$ cat src/rtl/lfs_pkg.sv
`default_nettype none

package lfs_pkg;

  localparam int SAMPLE_BITS = 12;
  localparam int THR_W       = 2 * SAMPLE_BITS;
  localparam int NUM_CH      = 8;
  localparam int CH_IDX_W    = $clog2(NUM_CH);
  localparam int DUTY_W      = 7;

  localparam int BASE_DUTY = 20;
  localparam int MAX_DUTY  = 100;
  localparam int NUDGE     = 5;
  localparam int DUTY_CAP  = 100;

  localparam logic [THR_W-1:0] THR_RESET [NUM_CH] = '{
    THR_W'(12200717), THR_W'(12761999), THR_W'(13093852), THR_W'(8996902),
    THR_W'(11442781), THR_W'(12630897), THR_W'(12208911), THR_W'(8808442)
  };

  typedef enum logic [1:0] {
    TURN_NONE  = 2'd0,
    TURN_LEFT  = 2'd1,
    TURN_RIGHT = 2'd2
  } turn_e;

  typedef struct packed {
    logic [DUTY_W-1:0] left_duty;
    logic [DUTY_W-1:0] right_duty;
  } steer_t;

  function automatic logic [DUTY_W-1:0] clamp_duty(input int v);
    if (v < 0) begin
      return '0;
    end else if (v > DUTY_CAP) begin
      return DUTY_W'(DUTY_CAP);
    end
    return DUTY_W'(v);
  endfunction

  // Fixed duty pairs, settled at elaboration
  localparam logic [DUTY_W-1:0] DUTY_STRAIGHT = clamp_duty(BASE_DUTY);
  localparam logic [DUTY_W-1:0] DUTY_NUDGE_LO = clamp_duty(BASE_DUTY - NUDGE);
  localparam logic [DUTY_W-1:0] DUTY_NUDGE_HI = clamp_duty(BASE_DUTY + NUDGE);
  localparam logic [DUTY_W-1:0] DUTY_SOFT_IN  = clamp_duty(BASE_DUTY - BASE_DUTY / 2);
  localparam logic [DUTY_W-1:0] DUTY_SOFT_OUT = clamp_duty(BASE_DUTY + MAX_DUTY / 2);
  localparam logic [DUTY_W-1:0] DUTY_HARD_IN  = clamp_duty(0);
  localparam logic [DUTY_W-1:0] DUTY_MID_OUT  = clamp_duty(BASE_DUTY + (2 * MAX_DUTY) / 3);
  localparam logic [DUTY_W-1:0] DUTY_HARD_OUT = clamp_duty(BASE_DUTY + (3 * MAX_DUTY) / 4);
  localparam logic [DUTY_W-1:0] DUTY_SPIN     = clamp_duty(2 * BASE_DUTY);
  localparam logic [DUTY_W-1:0] DUTY_SEARCH   = clamp_duty(BASE_DUTY / 2);

endpackage

`default_nettype wire

$ cat src/rtl/lfs_lane.sv
`default_nettype none

module lfs_lane import lfs_pkg::*; (
  input  wire logic                   clk_i,
  input  wire logic                   rst_ni,
  input  wire logic                   en_i,
  input  wire logic [SAMPLE_BITS-1:0] sample_i,
  input  wire logic [THR_W-1:0]       thr_i,
  output logic                        bit_d_o
);

  logic                   bit_q;
  logic [SAMPLE_BITS-1:0] hi;
  logic [SAMPLE_BITS-1:0] lo;

  assign hi = thr_i[THR_W-1:SAMPLE_BITS];
  assign lo = thr_i[SAMPLE_BITS-1:0];

  // Turn on above high, off below low, otherwise hold
  always_comb begin
    bit_d_o = bit_q;
    if (!bit_q && (sample_i > hi)) begin
      bit_d_o = 1'b1;
    end else if (bit_q && (sample_i < lo)) begin
      bit_d_o = 1'b0;
    end
  end

  always_ff @(posedge clk_i or negedge rst_ni) begin
    if (!rst_ni) begin
      bit_q <= 1'b0;
    end else if (en_i) begin
      bit_q <= bit_d_o;
    end
  end

endmodule

`default_nettype wire

$ cat src/rtl/lfs_steer.sv
`default_nettype none

module lfs_steer import lfs_pkg::*; (
  input  wire logic              clk_i,
  input  wire logic              rst_ni,
  input  wire logic              en_i,
  input  wire logic [NUM_CH-1:0] line_i,
  output steer_t                 steer_o
);

  turn_e last_turn_q;
  turn_e last_turn_d;

  always_comb begin
    last_turn_d = last_turn_q;
    steer_o     = '{left_duty: DUTY_SEARCH, right_duty: DUTY_SEARCH};
    priority if (line_i[3] || line_i[4]) begin
      last_turn_d = TURN_NONE;
      priority if (line_i[3] && !line_i[4]) begin
        steer_o = '{left_duty: DUTY_NUDGE_LO, right_duty: DUTY_NUDGE_HI};
      end else if (line_i[4] && !line_i[3]) begin
        steer_o = '{left_duty: DUTY_NUDGE_HI, right_duty: DUTY_NUDGE_LO};
      end else begin
        steer_o = '{left_duty: DUTY_STRAIGHT, right_duty: DUTY_STRAIGHT};
      end
    end else if (|line_i[2:0]) begin
      last_turn_d = TURN_LEFT;
      priority if (line_i[2]) begin
        steer_o = '{left_duty: DUTY_SOFT_IN, right_duty: DUTY_SOFT_OUT};
      end else if (line_i[1]) begin
        steer_o = '{left_duty: DUTY_HARD_IN, right_duty: DUTY_MID_OUT};
      end else begin
        steer_o = '{left_duty: DUTY_HARD_IN, right_duty: DUTY_HARD_OUT};
      end
    end else if (|line_i[7:5]) begin
      last_turn_d = TURN_RIGHT;
      priority if (line_i[5]) begin
        steer_o = '{left_duty: DUTY_SOFT_OUT, right_duty: DUTY_SOFT_IN};
      end else if (line_i[6]) begin
        steer_o = '{left_duty: DUTY_MID_OUT, right_duty: DUTY_HARD_IN};
      end else begin
        steer_o = '{left_duty: DUTY_HARD_OUT, right_duty: DUTY_HARD_IN};
      end
    end else begin
      // Line lost: keep spinning toward the last turn, or search straight if there was none
      unique case (last_turn_q)
        TURN_LEFT:  steer_o = '{left_duty: DUTY_HARD_IN, right_duty: DUTY_SPIN};
        TURN_RIGHT: steer_o = '{left_duty: DUTY_SPIN, right_duty: DUTY_HARD_IN};
        default:    steer_o = '{left_duty: DUTY_SEARCH, right_duty: DUTY_SEARCH};
      endcase
    end
  end

  always_ff @(posedge clk_i or negedge rst_ni) begin
    if (!rst_ni) begin
      last_turn_q <= TURN_NONE;
    end else if (en_i) begin
      last_turn_q <= last_turn_d;
    end
  end

endmodule

`default_nettype wire

$ cat src/rtl/line_follow_steering_unit.sv
// Channel  | Handshake                         | Payload
// request  | in_valid_i / in_stall_o           | sample_0_i .. sample_7_i
// result   | out_valid_o / out_stall_i         | left_duty_o, right_duty_o, line_bits_o
// config   | psel, penable, pwrite, pready     | paddr, pwdata, prdata
//
// One request per cycle while the input is not stalled; its result shows up in the cycle after acceptance.
// Eight comparator lanes and the priority steering mux are combinational, ahead of the output register.
// Reset clears the on-line bits, the last turn and the output valid, and loads
// the threshold registers with their default values.
// The input stalls only while a result is held in the output register and the
// output side stalls.
`default_nettype none

module line_follow_steering_unit import lfs_pkg::*; (
  input  wire logic                   clk_i,
  input  wire logic                   rst_ni,
  input  wire logic                   in_valid_i,
  output logic                        in_stall_o,
  input  wire logic [SAMPLE_BITS-1:0] sample_0_i,
  input  wire logic [SAMPLE_BITS-1:0] sample_1_i,
  input  wire logic [SAMPLE_BITS-1:0] sample_2_i,
  input  wire logic [SAMPLE_BITS-1:0] sample_3_i,
  input  wire logic [SAMPLE_BITS-1:0] sample_4_i,
  input  wire logic [SAMPLE_BITS-1:0] sample_5_i,
  input  wire logic [SAMPLE_BITS-1:0] sample_6_i,
  input  wire logic [SAMPLE_BITS-1:0] sample_7_i,
  output logic                        out_valid_o,
  input  wire logic                   out_stall_i,
  output logic [DUTY_W-1:0]           left_duty_o,
  output logic [DUTY_W-1:0]           right_duty_o,
  output logic [NUM_CH-1:0]           line_bits_o,
  input  wire logic                   psel,
  input  wire logic                   penable,
  input  wire logic                   pwrite,
  input  wire logic [CH_IDX_W+1:0]    paddr,
  input  wire logic [31:0]            pwdata,
  output logic [31:0]                 prdata,
  output logic                        pready
);

  logic [THR_W-1:0]       thr_q [NUM_CH];
  logic [SAMPLE_BITS-1:0] sample [NUM_CH];
  logic [NUM_CH-1:0]      line_d;
  logic                   accept;
  logic                   cfg_wr;
  logic [CH_IDX_W-1:0]    cfg_idx;
  steer_t                 steer;
  logic                   out_valid_q;
  logic [DUTY_W-1:0]      left_duty_q;
  logic [DUTY_W-1:0]      right_duty_q;
  logic [NUM_CH-1:0]      line_bits_q;

  assign sample[0] = sample_0_i;
  assign sample[1] = sample_1_i;
  assign sample[2] = sample_2_i;
  assign sample[3] = sample_3_i;
  assign sample[4] = sample_4_i;
  assign sample[5] = sample_5_i;
  assign sample[6] = sample_6_i;
  assign sample[7] = sample_7_i;

  assign in_stall_o = out_valid_q && out_stall_i;
  assign accept     = in_valid_i && !in_stall_o;

  assign pready  = 1'b1;
  assign cfg_wr  = psel && penable && pwrite && pready;
  assign cfg_idx = paddr[CH_IDX_W+1:2];
  assign prdata  = 32'(thr_q[cfg_idx]);

  always_ff @(posedge clk_i or negedge rst_ni) begin
    if (!rst_ni) begin
      for (int i = 0; i < NUM_CH; i++) begin
        thr_q[i] <= THR_RESET[i];
      end
    end else if (cfg_wr) begin
      thr_q[cfg_idx] <= pwdata[THR_W-1:0];
    end
  end

  for (genvar g = 0; g < NUM_CH; g++) begin : g_lane
    lfs_lane u_lane (
      .clk_i    (clk_i),
      .rst_ni   (rst_ni),
      .en_i     (accept),
      .sample_i (sample[g]),
      .thr_i    (thr_q[g]),
      .bit_d_o  (line_d[g])
    );
  end

  lfs_steer u_steer (
    .clk_i   (clk_i),
    .rst_ni  (rst_ni),
    .en_i    (accept),
    .line_i  (line_d),
    .steer_o (steer)
  );

  always_ff @(posedge clk_i or negedge rst_ni) begin
    if (!rst_ni) begin
      out_valid_q <= 1'b0;
    end else if (accept) begin
      out_valid_q <= 1'b1;
    end else if (!out_stall_i) begin
      out_valid_q <= 1'b0;
    end
  end

  always_ff @(posedge clk_i) begin
    if (accept) begin
      left_duty_q  <= steer.left_duty;
      right_duty_q <= steer.right_duty;
      line_bits_q  <= line_d;
    end
  end

  assign out_valid_o  = out_valid_q;
  assign left_duty_o  = left_duty_q;
  assign right_duty_o = right_duty_q;
  assign line_bits_o  = line_bits_q;

  a_accept_shows: assert property (@(posedge clk_i) disable iff (!rst_ni)
    accept |=> out_valid_o)
    else $error("accepted request produced no result");

  a_stall_cause: assert property (@(posedge clk_i) disable iff (!rst_ni)
    in_stall_o |-> (out_valid_o && out_stall_i))
    else $error("input stalled without a blocked result");

  a_drain: assert property (@(posedge clk_i) disable iff (!rst_ni)
    (out_valid_o && !out_stall_i && !accept) |=> !out_valid_o)
    else $error("result repeated after delivery");

  a_duty_cap: assert property (@(posedge clk_i) disable iff (!rst_ni)
    out_valid_o |-> ((left_duty_o <= DUTY_W'(DUTY_CAP)) && (right_duty_o <= DUTY_W'(DUTY_CAP))))
    else $error("duty above cap");

endmodule

`default_nettype wire
$ cat config.mk
export PLATFORM = sky130hd
export DESIGN_NAME = line_follow_steering_unit
export DESIGN_NICKNAME = d
export VERILOG_FILES = /design/src/rtl/lfs_pkg.sv /design/src/rtl/lfs_lane.sv /design/src/rtl/lfs_steer.sv /design/src/rtl/line_follow_steering_unit.sv
export SDC_FILE = /design/constraint.sdc
export NUM_CORES = 1
export LEC_CHECK = 0
export ABC_AREA = 1
export BUFFER_PORTS_ARGS = -buffer_cell sky130_fd_sc_hd__buf_2
export CAP_MARGIN = 5
export CORE_MARGIN = 4
export CORE_UTILIZATION = 59
export DETAILED_ROUTE_END_ITERATION = 7
export HOLD_SLACK_MARGIN = 0.03
export PLACE_DENSITY = 0.82
export SETUP_SLACK_MARGIN = 0.15
export SYNTH_ARGS = -nofsm -noshare
export SYNTH_HDL_FRONTEND = slang
export SYNTH_SLANG_ARGS = --single-unit
$ cat constraint.sdc
create_clock -name clk_i -period 3.75 [get_ports clk_i]
set_clock_uncertainty 0.15 [all_clocks]
set_input_delay 0 -clock clk_i [delete_from_list [all_inputs] [get_ports clk_i]]
set_output_delay 0 -clock clk_i [all_outputs]
set_load 0.005 [all_outputs]
==> results.cfg, run 1 <==
[floorplan]
initial_core_util = 0.596
num_rows = 57
die_w_um = 165
ios = 197
die_h_um = 165
dieArea_um2 = 27100
coreArea_um2 = 24200

[synthesis]
syn_inst = 1793
async_reset_ff_frac = 0.902
ys.flop_type = dfstp_2
ys_seq_elements = 225
yosys_warnings = 0
synth_edf_count = 22
avgSynthCellArea_um2 = 8.07
synth_cell_types = 40
synth_area_um2 = 14500
ys_seq_area_frac = 0.406

[layout]
diodes = 0
instances_no_fill = 2337
drive_above_1_share = 0.178
multi_input_comb_area_um2 = 7130
fill_cells = 1953
nNetsFinal = 2328
area.sequential_um2 = 5870
fin_area_um2 = 16800
syn_to_final_growth_pct = 16.4

[clocking]
cts_buffers = 25
insertion_delay_ns = 0.53
cts_resized = 0
cts.htree.levels = 1
clkSinkCount = 225
cts-root-buf = clkbuf_16
cts_hold_buf = 33
tritoncts = built
post_cts_buffers = 0
cts_buffer_depth = 3
clk_pin_slew_ns = 0.06

[power]
p_leak_nw = 8.41
ir_drop_mv = 0.354
powerDensity_nw_per_um2 = 522
power_w = 0.00879

[global_route]
grt_pass1_vias = 13100
antenna_found_initial = 2
grt_max_degree = 101
grt_usage = 0.359
overflow = 0
grt_first_pass_wirelength_um = 73100

[sta]
max_freq_ghz = 0.306
tns_ns = 0
finalHoldViolCount = 6
holdWs_ns = -0.0405
fin_crit_ns = 3.27
period_share = 0.871
slew_headroom = 0.255
tightest_slew_ns = 1.11
rsz0062_at_grt = false
slew_viol_final = 0
setup-violations-final = 0

[worst_setup_path]
cp-start-kind = flop
r2r_slack_ns = 0.48
crit_required_ns = 3.87
worstSetupPathType = flop to flop
reg2reg_from = thr_q[97]$_DFFE_PN1P_
reg2reg_depth = 17
arrival_ns = 3.39
worstSetupEndpointType = flop
crit_fanout = 7
reg2reg_to = left_duty_o[3]$_DFFE_PP_

[drt]
vias = 13500
vias_per_cell = 5.79
drc = 0
drt.antenna.violating_nets = 0
drt-total-wl_um = 48700
drt_first_pass_iters = 6
drt_iter0_markers = 1716
wl_per_cell_um = 20.9

[placed_design]
dp.cells = 2260
place.gp.congestion = 0.984
hpwl_um = 37100
numPortBuffers = 177
place_area_um2 = 15700

[outcome]
violations = hold timing
status = complete, but fails checks

[worst_hold_path]
hp-class = primary input to asynchronous set/reset pin

[flow_run]
max_cap_viol_count = 0
how the worst max path moves through the flow:
stage | from | to | slack, ns | depth (start not counted)
after global placement | thr_q[119]$_DFFE_PN1P_ | left_duty_o[3]$_DFFE_PP_ | 0.68 | 16
after detailed placement | thr_q[97]$_DFFE_PN1P_ | left_duty_o[3]$_DFFE_PP_ | 0.57 | 17
after floorplan | thr_q[91]$_DFFE_PN1P_ | left_duty_o[3]$_DFFE_PP_ | 0.88 | 16
final | thr_q[97]$_DFFE_PN1P_ | left_duty_o[3]$_DFFE_PP_ | 0.48 | 17
after global routing | thr_q[87]$_DFFE_PN1P_ | right_duty_o[5]$_SDFFCE_PP0P_ | 0.29 | 16
after CTS | thr_q[97]$_DFFE_PN1P_ | left_duty_o[3]$_DFFE_PP_ | 0.54 | 17
cell type report:
type                            instances  area share
Inverter                              317      0.0707
Clock inverter                          4     0.00282
Tap cell                              324      0.0241
Sequential cell                       225       0.349
Clock buffer                           40      0.0465
Timing Repair Buffer                  233      0.0837
Multi-Input combinational cell       1194       0.424
routing by layer:
layer | vias up | GRT usage | share of wire
li1 | 6287 | - | -
met1 | 6295 | 0.451 | 0.37
met2 | 770 | 0.555 | 0.44
met3 | 172 | 0.108 | 0.12
met4 | 2 | 0.198 | 0.068
met5 | - | 0 | 0.00033
through the flow:
| step | setup slack (ns) | utilization |
|---|---|---|
| 2_1_floorplan | 0.882 | - |
| 3_3_place_gp | 0.677 | 0.646 |
| 3_5_place_dp | 0.568 | 0.646 |
| 4_1_cts | 0.542 | 0.694 |
| 5_1_grt | 0.286 | 0.694 |
| 6_report | 0.483 | 0.694 |
flip-flops by register name, indices dropped and copies added, names as in the netlist:
signal               cells
right_duty_o             7
left_duty_o              7
g_lane.u_lane.bit_q      8
line_bits_o              8
thr_q                  192
u_steer.last_turn_q      2
out_valid_o              1
synthesized netlist by cell type, drive strengths merged, types with 3 or more instances:
library cell / number / area, um^2
a221oi: 26 / 228
nand2: 471 / 1770
nand4: 14 / 87.6
a21o: 4 / 30.0
buf: 22 / 150
clkbuf: 42 / 158
o2111ai: 14 / 123
dfrtp: 101 / 2530
ha: 192 / 2400
o22ai: 32 / 200
and2: 4 / 25.0
nor2: 50 / 193
a22oi: 18 / 135
nand3: 25 / 125
nor3: 14 / 111
dfstp: 102 / 2680
o21bai: 3 / 22.5
edfxtp: 22 / 661
o211ai: 5 / 37.5
a21oi: 81 / 405
o21a: 3 / 22.5
inv: 316 / 1190
o21ai: 218 / 1090
power by group:
group	internal (W)	switching, W
Clock	0.00149	0.00102
Sequential	0.00317	0.000372
Combinational	0.00101	0.00174
placed cells by master, fill, tap and decap left out, types with 3 or more instances in the layout:
cell,count
nor3_2,6
inv_2,6
nor3_1,7
clkbuf_1,6
dfstp_2,102
o21ai_0,205
o21ai_1,13
clkbuf_16,26
edfxtp_1,22
a221oi_1,26
and2_1,4
nand2_1,471
a21oi_1,81
o22ai_1,32
nor2_1,46
o211ai_1,5
nor2_2,3
o21a_1,3
nand4_1,14
o21bai_1,3
conb_1,9
dfrtp_1,101
ha_1,192
a22oi_1,18
inv_1,310
nand3_1,25
buf_4,22
clkbuf_8,9
dlygate4sd3_1,33
buf_2,176
o2111ai_1,14
a21o_1,4
critical path, cell delays in order, from the launching register on:
cell,delay [ns]
dfstp_2,0.53
inv_1,0.05
ha_1,0.26
a21boi_0,0.25
o211ai_1,0.14
nand2_1,0.13
nand3_1,0.09
nand2_1,0.11
nand2_1,0.06
nand2_1,0.22
inv_1,0.13
ha_1,0.29
nand3_1,0.17
inv_1,0.09
nand2_1,0.09
nor2_1,0.05
nor2_1,0.11
nand3_1,0.08
cell families (layout without fill, tap and decap cells):
| kind of cell | after synthesis | in the layout | share of synthesized area |
|---|---|---|---|
| adders and majority gates | 192 | 192 | 0.166 |
| DFF | 225 | 225 | 0.406 |
| buffers and inverters | 381 | 594 | 0.104 |
| AOI/OAI and AO/OA | 411 | 411 | 0.162 |
| and+or+nand+nor | 582 | 582 | 0.162 |
| other | 2 | 9 | 0.000519 |
No activity file was read; power rests on OpenSTA's default activity.
==> run 2, diff against run 1 <==
CORE_UTILIZATION = 63   (was 59)
PLACE_DENSITY = 0.86   (was 0.82)
REMOVE_ABC_BUFFERS = 1   (was default)
clock period = 3.99 ns   (was 3.75 ns; I/O delays follow)
==> results.cfg, run 2 (same netlist as run 1, synthesis figures left out) <==
[clocking]
cts_buffer_depth = 3
tritoncts = built
clkSinkCount = 225
cts-root-buf = clkbuf_16
cts_buffers = 24
cts.htree.levels = 1
post_cts_buffers = 0
clk_pin_slew_ns = 0.06
cts_resized = 0
insertion_delay_ns = 0.52

[sta]
rsz0062_at_grt = false
fin_crit_ns = 3.35
period_share = 0.838
slew_viol_final = 0
setup-violations-final = 0
holdWs_ns = -0.0201
finalHoldViolCount = 1
tns_ns = 0
tightest_slew_ns = 0.908
max_freq_ghz = 0.299
slew_headroom = 0.395

[outcome]
violations = hold timing
status = complete, but fails checks

[power]
power_switching_w = 0.00284
power_w = 0.00822
powerDensity_nw_per_um2 = 491
ir_drop_mv = 0.309
p_leak_nw = 8.39
seq_power_share = 0.405
clkPwrFrac = 0.290
p_comb_frac = 0.304
p_int_w = 0.00538
sw_frac_of_total = 0.345

[worst_setup_path]
worstSetupEndpointType = flop
crit_fanout = 7
cp-start-kind = flop
crit_required_ns = 4.09
arrival_ns = 3.45
worstSetupPathType = flop to flop

[global_route]
met2_usage = 0.525
grt_first_pass_wirelength_um = 67300
grt_usage = 0.331
grt_pass1_vias = 13100
grt_busiest_layer = met2
use_met3 = 0.0608
overflow = 0
grt_max_degree = 109
met1_usage = 0.442
antenna_found_initial = 0

[drt]
drt_iter0_markers = 1529
drc = 0
drt_first_pass_iters = 8
drt.antenna.violating_nets = 0
vias_per_cell = 5.90
vias = 13500
wl_per_cell_um = 18.9
drt-total-wl_um = 43300

[placed_design]
hpwl_um = 33300
numPortBuffers = 177
place.gp.congestion = 0.933

[flow_run]
max_cap_viol_count = 0

[worst_hold_path]
hp-class = primary input to asynchronous set/reset pin

[layout]
utilization = 0.739
multi_input_comb_area_um2 = 7130
layout.cells.most_common_list = 471 x nand2_1, 310 x inv_1, 205 x o21ai_0, 192 x ha_1, 176 x buf_2
largest_register_ffs = 192
mostFrequentLayoutCell = nand2_1
area.sequential_um2 = 5870
drive_above_1_share = 0.177
syn_to_final_growth_pct = 15.7
fill_cells = 1679
nNetsFinal = 2319
largest_register = thr_q

[floorplan]
die_w_um = 160
dieArea_um2 = 25400
die_h_um = 160
initial_core_util = 0.639
num_rows = 55
ios = 197
coreArea_um2 = 22600
## run 2: what timing repair did
action,in CTS,in global routing
hold buffers,28,0
endpoints found under the hold margin,300,0
endpoints found under the setup margin,0,0
## run 2: worst paths after layout
kind | startpoint | end | slack (ns) | cells after the start
setup / recovery | thr_q[115]$_DFFE_PN1P_ | left_duty_o[3]$_DFFE_PP_ | 0.64 | 16
hold / removal | rst_ni | u_steer.last_turn_q[0]$_DFFE_PN0P_ | -0.02 | 2
setup reg to reg | thr_q[115]$_DFFE_PN1P_ | left_duty_o[3]$_DFFE_PP_ | 0.64 | 16
hold reg to reg | thr_q[26]$_DFFE_PN1P_ | thr_q[26]$_DFFE_PN1P_ | 0.33 | 2
max in group asynchronous | rst_ni | thr_q[83]$_DFFE_PN1P_ | 2.68 | 3
min in group clk_i | penable | thr_q[107]$_DFFE_PN1P_ | 0.11 | 6
## run 2: power groups by stage
stage | Clock, W | Sequential, W | Combinational (W)
final | 0.00239 | 0.00333 | 0.00250
after global routing | 0.00249 | 0.00338 | 0.00285
after CTS | 0.00239 | 0.00331 | 0.00247
after detailed placement | 0 | 0.00334 | 0.00242
after global placement | 0 | 0.00331 | 0.00226
after floorplan | 0 | 0.00322 | 0.00158
## run 2: cell type report
class / instances / share of cell area
multi-input cells: 1194 / 0.426
flip-flops and latches: 225 / 0.351
repair buffers: 225 / 0.0799
inverters: 317 / 0.0711
clock buffers: 40 / 0.0469
well taps: 285 / 0.0213
clock inverters: 4 / 0.00419
diodes: 1 / 0.000150
## run 2: through the flow
step,instance area (um^2),hold slack (ns),setup WS (ns),cells
after global placement,15600,0.0108,0.899,2218
after CTS,16700,0.0401,0.673,2290
after floorplan,14200,-0.446,1.12,1736
final,16700,-0.0201,0.644,2291
after global routing,16700,0.104,0.376,2290
after detailed placement,15600,0.0150,0.721,2218
## run 2: worst max-delay path, cell delays in order, from the launching register on
cell,delay (ns)
dfstp_2,0.55
inv_1,0.06
ha_1,0.29
nand2_1,0.10
nor3_1,0.29
a21oi_1,0.10
o211ai_1,0.09
nand3_1,0.09
nand2_1,0.24
inv_1,0.13
ha_1,0.30
nand3_1,0.19
inv_1,0.11
nand2_1,0.10
nor2_1,0.04
nor2_1,0.13
nand3_1,0.11
## run 2: layer usage
metal | share of wire | wire length (um)
met3 | 0.10 | 4420
met1 | 0.40 | 17300
met4 | 0.051 | 2200
met5 | 0 | 0
met2 | 0.45 | 19300
